===== src/text_terminal_grid_top_defines.svh =====
// Assertion macros for the terminal grid RTL.
`ifndef TEXT_TERMINAL_GRID_TOP_DEFINES_SVH
`define TEXT_TERMINAL_GRID_TOP_DEFINES_SVH

// Clocked check, off while reset is high.
`define TTG_ASSERT(lbl, prop, msg) \
   lbl: assert property (@(posedge clock) disable iff (reset) prop) else $error(msg);

// Clocked check, also active during reset.
`define TTG_ASSERT_ALWAYS(lbl, prop, msg) \
   lbl: assert property (@(posedge clock) prop) else $error(msg);

`endif


===== src/ttg_pkg.sv =====
`default_nettype none

package ttg_pkg;

   localparam int ColW     = 8;
   localparam int RowW     = 7;
   localparam int AddrW    = ColW + RowW;
   localparam int MaxCols  = 1 << ColW;
   localparam int MaxRows  = 1 << RowW;
   localparam int MemDepth = MaxCols * MaxRows;

   localparam logic [8:0] ColsReset = 9'd80;
   localparam logic [7:0] RowsReset = 8'd25;
   localparam logic [8:0] ColsMax   = 9'(MaxCols);
   localparam logic [7:0] RowsMax   = 8'(MaxRows);

   localparam logic [7:0] ChNul = 8'h00;
   localparam logic [7:0] ChBs  = 8'h08;
   localparam logic [7:0] ChLf  = 8'h0A;
   localparam logic [7:0] ChCr  = 8'h0D;

   localparam logic OpPut  = 1'b0;
   localparam logic OpRead = 1'b1;

   localparam logic RegCols = 1'b0;
   localparam logic RegRows = 1'b1;

   typedef struct packed {
      logic            operation;
      logic [7:0]      char_code;
      logic [ColW-1:0] read_column;
      logic [RowW-1:0] read_row;
   } req_type;

   typedef struct packed {
      logic [ColW-1:0] cursor_column;
      logic [RowW-1:0] cursor_line;
      logic            did_scroll;
      logic [7:0]      cell_value;
      logic            read_error;
   } rsp_type;

   typedef struct packed {
      logic [ColW-1:0] col;
      logic [RowW-1:0] row;
      logic            scroll;
      logic            store;
   } step_type;

   typedef enum logic [5:0] {
      ST_CLR       = 6'b000001,
      ST_IDLE      = 6'b000010,
      ST_EXEC      = 6'b000100,
      ST_SCR_COPY  = 6'b001000,
      ST_SCR_DRAIN = 6'b010000,
      ST_SCR_CLR   = 6'b100000
   } state_type;

   function automatic logic [8:0] eff_cols(input logic [8:0] v);
      logic [8:0] r;
      r = v;
      if (v == 9'd0) r = 9'd1;
      else if (v > ColsMax) r = ColsMax;
      return r;
   endfunction

   function automatic logic [7:0] eff_rows(input logic [7:0] v);
      logic [7:0] r;
      r = v;
      if (v == 8'd0) r = 8'd1;
      else if (v > RowsMax) r = RowsMax;
      return r;
   endfunction

endpackage

`default_nettype wire


===== src/ttg_cursor_step.sv =====
`default_nettype none

module ttg_cursor_step
   import ttg_pkg::*;
(
   input  wire logic [ColW-1:0] cur_col,
   input  wire logic [RowW-1:0] cur_row,
   input  wire logic [7:0]      char_code,
   input  wire logic [8:0]      eff_c,
   input  wire logic [7:0]      eff_r,
   output step_type             step
);

   logic [8:0] c_m1;
   logic [7:0] r_m1;
   logic [8:0] col_p1;
   logic [7:0] row_p1;

   assign c_m1   = eff_c - 9'd1;
   assign r_m1   = eff_r - 8'd1;
   assign col_p1 = {1'b0, cur_col} + 9'd1;
   assign row_p1 = {1'b0, cur_row} + 8'd1;

   always_comb begin
      step.col    = cur_col;
      step.row    = cur_row;
      step.scroll = 1'b0;
      step.store  = 1'b0;
      case (char_code)
         ChLf: begin
            step.col = '0;
            if (row_p1 >= eff_r) begin
               step.scroll = 1'b1;
               step.row    = r_m1[RowW-1:0];
            end else begin
               step.row = row_p1[RowW-1:0];
            end
         end
         ChCr: begin
            step.col = '0;
         end
         ChNul: begin
         end
         ChBs: begin
            if (cur_col != '0) begin
               step.col = cur_col - ColW'(1);
            end else if (cur_row != '0) begin
               step.row = cur_row - RowW'(1);
               step.col = c_m1[ColW-1:0];
            end
         end
         default: begin
            step.store = 1'b1;
            if (col_p1 >= eff_c) begin
               step.col = '0;
               if (row_p1 >= eff_r) begin
                  step.row    = r_m1[RowW-1:0];
                  step.scroll = 1'b1;
               end else begin
                  step.row = row_p1[RowW-1:0];
               end
            end else begin
               step.col = col_p1[ColW-1:0];
            end
         end
      endcase
   end

endmodule

`default_nettype wire

===== config.mk =====
export PLATFORM = sky130hd
export DESIGN_NAME = ttg_cursor_step
export DESIGN_NICKNAME = d
export VERILOG_FILES = /design/src/text_terminal_grid_top_defines.svh /design/src/ttg_pkg.sv /design/src/ttg_cursor_step.sv
export SDC_FILE = /design/constraint.sdc
export NUM_CORES = 1
export LEC_CHECK = 0
export BUFFER_PORTS_ARGS = -buffer_cell sky130_fd_sc_hd__buf_4
export CORE_UTILIZATION = 45
export DETAILED_ROUTE_END_ITERATION = 7
export PLACE_DENSITY = 0.72
export SYNTH_ARGS = -nofsm -noshare
export SYNTH_HDL_FRONTEND = slang
export SYNTH_SLANG_ARGS = --single-unit

===== constraint.sdc =====
create_clock -name vclk -period 3.2
set_clock_uncertainty 0.2 [all_clocks]
set_input_delay 0.16 -clock vclk [all_inputs]
set_output_delay 0.16 -clock vclk [all_outputs]
set_load 0.005 [all_outputs]

==> Implementation_results.wiki <==
{| class="wikitable"
! Metric !! Value
|-
| Critical path required time || 2.84 ns
|-
| Global-route wire length before repair || 8.21 mm
|-
| Post-synthesis instance area || approximately 1700 µm²
|-
| Cell at the slowest stage of the critical path || sky130_fd_sc_hd__or3_4
|-
| Post-route ant nets || 0
|-
| Routing usage on met3 || 0.00714
|-
| Largest net degree at the start of global routing || 17
|-
| Per-cell routed wire length || 14.0 µm
|-
| Diode insertion count for antenna repair || 0
|-
| Layout clock buffer count || 0
|-
| Max Clock Freq || approximately 320 MHz
|-
| Vertical extent of the die || between 60 and 70 µm
|-
| Final critical-path required period || around 3.1 ns
|-
| Gate count after technology mapping || 267
|-
| Fraction of the mapped netlist area in simple logic gates || 0.321
|-
| Crit path max fanout || 8
|-
| Worst Max-Slew Pin Slew || 0.569 ns
|-
| Fin. max-slew vios || 0
|-
| Iteration count of the initial detailed-routing pass || 4
|-
| # port buffers || 57
|-
| Max incr delay on CP || 0.43 ns
|-
| Effective utilization at floorplan || 0.473
|-
| Total die area || ~4100 µm²
|-
| Fraction of the yosys area taken by sequential cells || 0
|-
| Post-synthesis compound-gate area fraction || 0.276
|-
| Area added between synthesis and finish || 40.5%
|-
| Sequential cell area || 0 µm²
|-
| Mapped Nets || 330
|-
| Hold buffer count at CTS || 0
|-
| Sum of negative setup slack || 0 ns
|-
| Hold Worst Slack || between 0.4 and 0.5 ns
|-
| Start point of the worst min-delay path || cur_col[1]
|-
| Max VDD drop || 0.0695 mV
|-
| PwrDens || around 140 nW/µm²
|-
| Post-Synth Adder-Cell Area || 0.165
|-
| Final Util || 0.665
|-
| Core area || 3690 µm²
|-
| Routing layer with the top usage in global route || met2
|-
| Final Wtd Congestion || 0.844
|-
| Critical path, cell by cell || buf_6 -> ha_4 -> nand3_4 -> nor2_4 -> xor2_1 -> ha_1 -> nand4_1 -> or3_4 -> o22ai_4 -> nor3b_4 -> a211o_1 -> a221o_1 -> buf_4
|-
| Kind of end point of the critical path || primary output
|-
| Share of final-layout standard cells stronger than drive strength 1 || 0.291
|-
| Worst hold path stage count || 4
|-
| Worst min-delay path class || in2out
|-
| Placement Rows || 22
|-
| Combined global-route utilization of all metal layers || 0.240
|-
| Kind of start point of the critical path || input pin
|-
| Congestion Overflow GR || 0
|-
| Number of placed I/O pins || 57
|-
| Count of sequential standard cells || 0
|-
| Hold Crit Endpoint || step[10]
|-
| Number of setup violations in the final report || 0
|-
| Critical path arrival || between 2 and 3 ns
|-
| Parity-gate share of the synthesized area counting xor and xnor cells || 0.121
|-
| Fill cell count || 386
|-
| Via count of the first global-routing pass || 1803
|-
| First-iteration detailed-routing DRC count || around 160
|-
| Total wire length || approximately 5.3 mm
|-
| Number of DRC violations after detailed routing || 0
|-
| Dominant combinational cell family by area after synthesis || simple AND/OR/NAND/NOR gates
|-
| Reported max-cap violation count || 0
|-
| Vias || approximately 2200
|-
| Synth Warn # || 0
|-
| Met1 global-route usage || 0.372
|-
| Pleak || 1.13 nW
|-
| Tcrit/Tclk final || 0.974
|-
| CP delay by family, top || compound AO/OA/AOI/OAI gates
|-
| Relative slew slack || 0.618
|-
| Path type of the worst setup path || in2out
|-
| Mux share of post-synthesis cell area || 0.0179
|-
| Run status || finished, final reports clean
|-
| X dimension of the die || between 60 and 70 µm
|-
| Average footprint of a synthesized cell || between 6 and 7 µm²
|-
| Count of final hold-check violations || 0
|-
| Layout Nets || slightly below 400
|-
| Met2 layer usage reported by global route || 0.376
|-
| DP HPWL || 4.15 mm
|-
| Cell variety after synth || 51
|-
| Antenna violations before repair || 0
|-
| Count of buffering cells on the critical path with inverters included || 2
|-
| Avg Vias per Cell || 5.75
|}
==> synthesized netlist by cell type (5+ instances only) <==
library cell / n / area [µm²]
sky130_fd_sc_hd__o211ai_1: 5 / 37.5
sky130_fd_sc_hd__xnor2_1: 18 / 158
sky130_fd_sc_hd__a221o_1: 5 / 50.1
sky130_fd_sc_hd__o21ai_0: 14 / 70.1
sky130_fd_sc_hd__xor2_1: 6 / 52.6
sky130_fd_sc_hd__nand3_1: 14 / 70.1
sky130_fd_sc_hd__ha_1: 23 / 288
sky130_fd_sc_hd__a21oi_1: 18 / 90.1
sky130_fd_sc_hd__nand4_1: 5 / 31.3
sky130_fd_sc_hd__clkbuf_1: 6 / 22.5
sky130_fd_sc_hd__nor2_1: 19 / 71.3
sky130_fd_sc_hd__nand2_1: 29 / 109
sky130_fd_sc_hd__and3_1: 7 / 43.8
sky130_fd_sc_hd__inv_1: 30 / 113
sky130_fd_sc_hd__nor3_1: 7 / 35.0
==> worst max path at each step <==
stage	start	to	slack, ns	cells after the start
global route	cur_col[0]	step[7]	-0.05	13
global placement	cur_col[0]	step[5]	0.01	13
finish	cur_col[0]	step[7]	0.08	13
CTS	cur_col[0]	step[7]	0.005	13
floorplan	cur_col[2]	step[5]	0.26	12
detailed placement	cur_col[0]	step[5]	-0.08	13
==> report_power, final <==
group	switching, mW	internal [mW]	total [mW]
Combinational	0.160	0.171	0.331
Clock	0	0	0
Sequential	0	0	0
==> timing repair <==
action / CTS / global route
buffers inserted: 0 / 4
pin swaps: 0 / 13
endpoints found under the setup margin: 9 / 14
cloned: 0 / 1
gates resized for setup: 2 / 26
==> placed cells by master, fill, tap and decap left out, drive strengths merged, types with 4 or more instances in the layout <==
cell    synthesis  layout
nor3            7       7
nand3          15      15
and3            7       7
a211o           4       4
o211ai          5       5
a221o           5       5
nand2          30      30
ha             23      23
nor4            4       4
nand4           5       5
a21oi          18      18
xor2            6       6
nand2b          4       4
o21ai          16      16
xnor2          18      18
inv            30      30
buf             6      74
nor2           19      19
==> metal layers <==
metal | vias to the layer above | wire [µm] | part of all wire
met1 | 995 | 2600 | 0.49
met2 | 69 | 2360 | 0.45
met4 | 0 | 40 | 0.0076
li1 | 1104 | - | -
met3 | 5 | 297 | 0.056
met5 | - | 0 | 0
==> final cells by class <==
class / count / area, µm² / share of cell area
Inverter: 30 / 113 / 0.0459
Tap cell: 48 / 60.1 / 0.0245
Timing Repair Buffer: 74 / 574 / 0.234
Multi-Input combinational cell: 226 / 1700 / 0.695
==> cells by family (layout without fill, tap and decap cells) <==
family,count (synthesis),in the layout
buffers and inverters,42,104
XOR/XNOR,24,24
multiplexers,3,3
AND/OR/NAND/NOR,103,104
adder cells (fa/ha/maj),23,23
AO/OA/AOI/OAI,72,72
==> through the flow <==
step                      total power [mW]  instance area [µm²]  cells  worst slack (ns)
after CTS                            0.302                 2280    373           0.00486
after floorplan                      0.164                 1740    267             0.260
after detailed placement             0.297                 2270    373           -0.0787
after global placement               0.293                 2270    373           0.00970
after global routing                 0.364                 2450    378           -0.0541
final                                0.331                 2450    378            0.0839
Power figures use the tool's default switching activity.
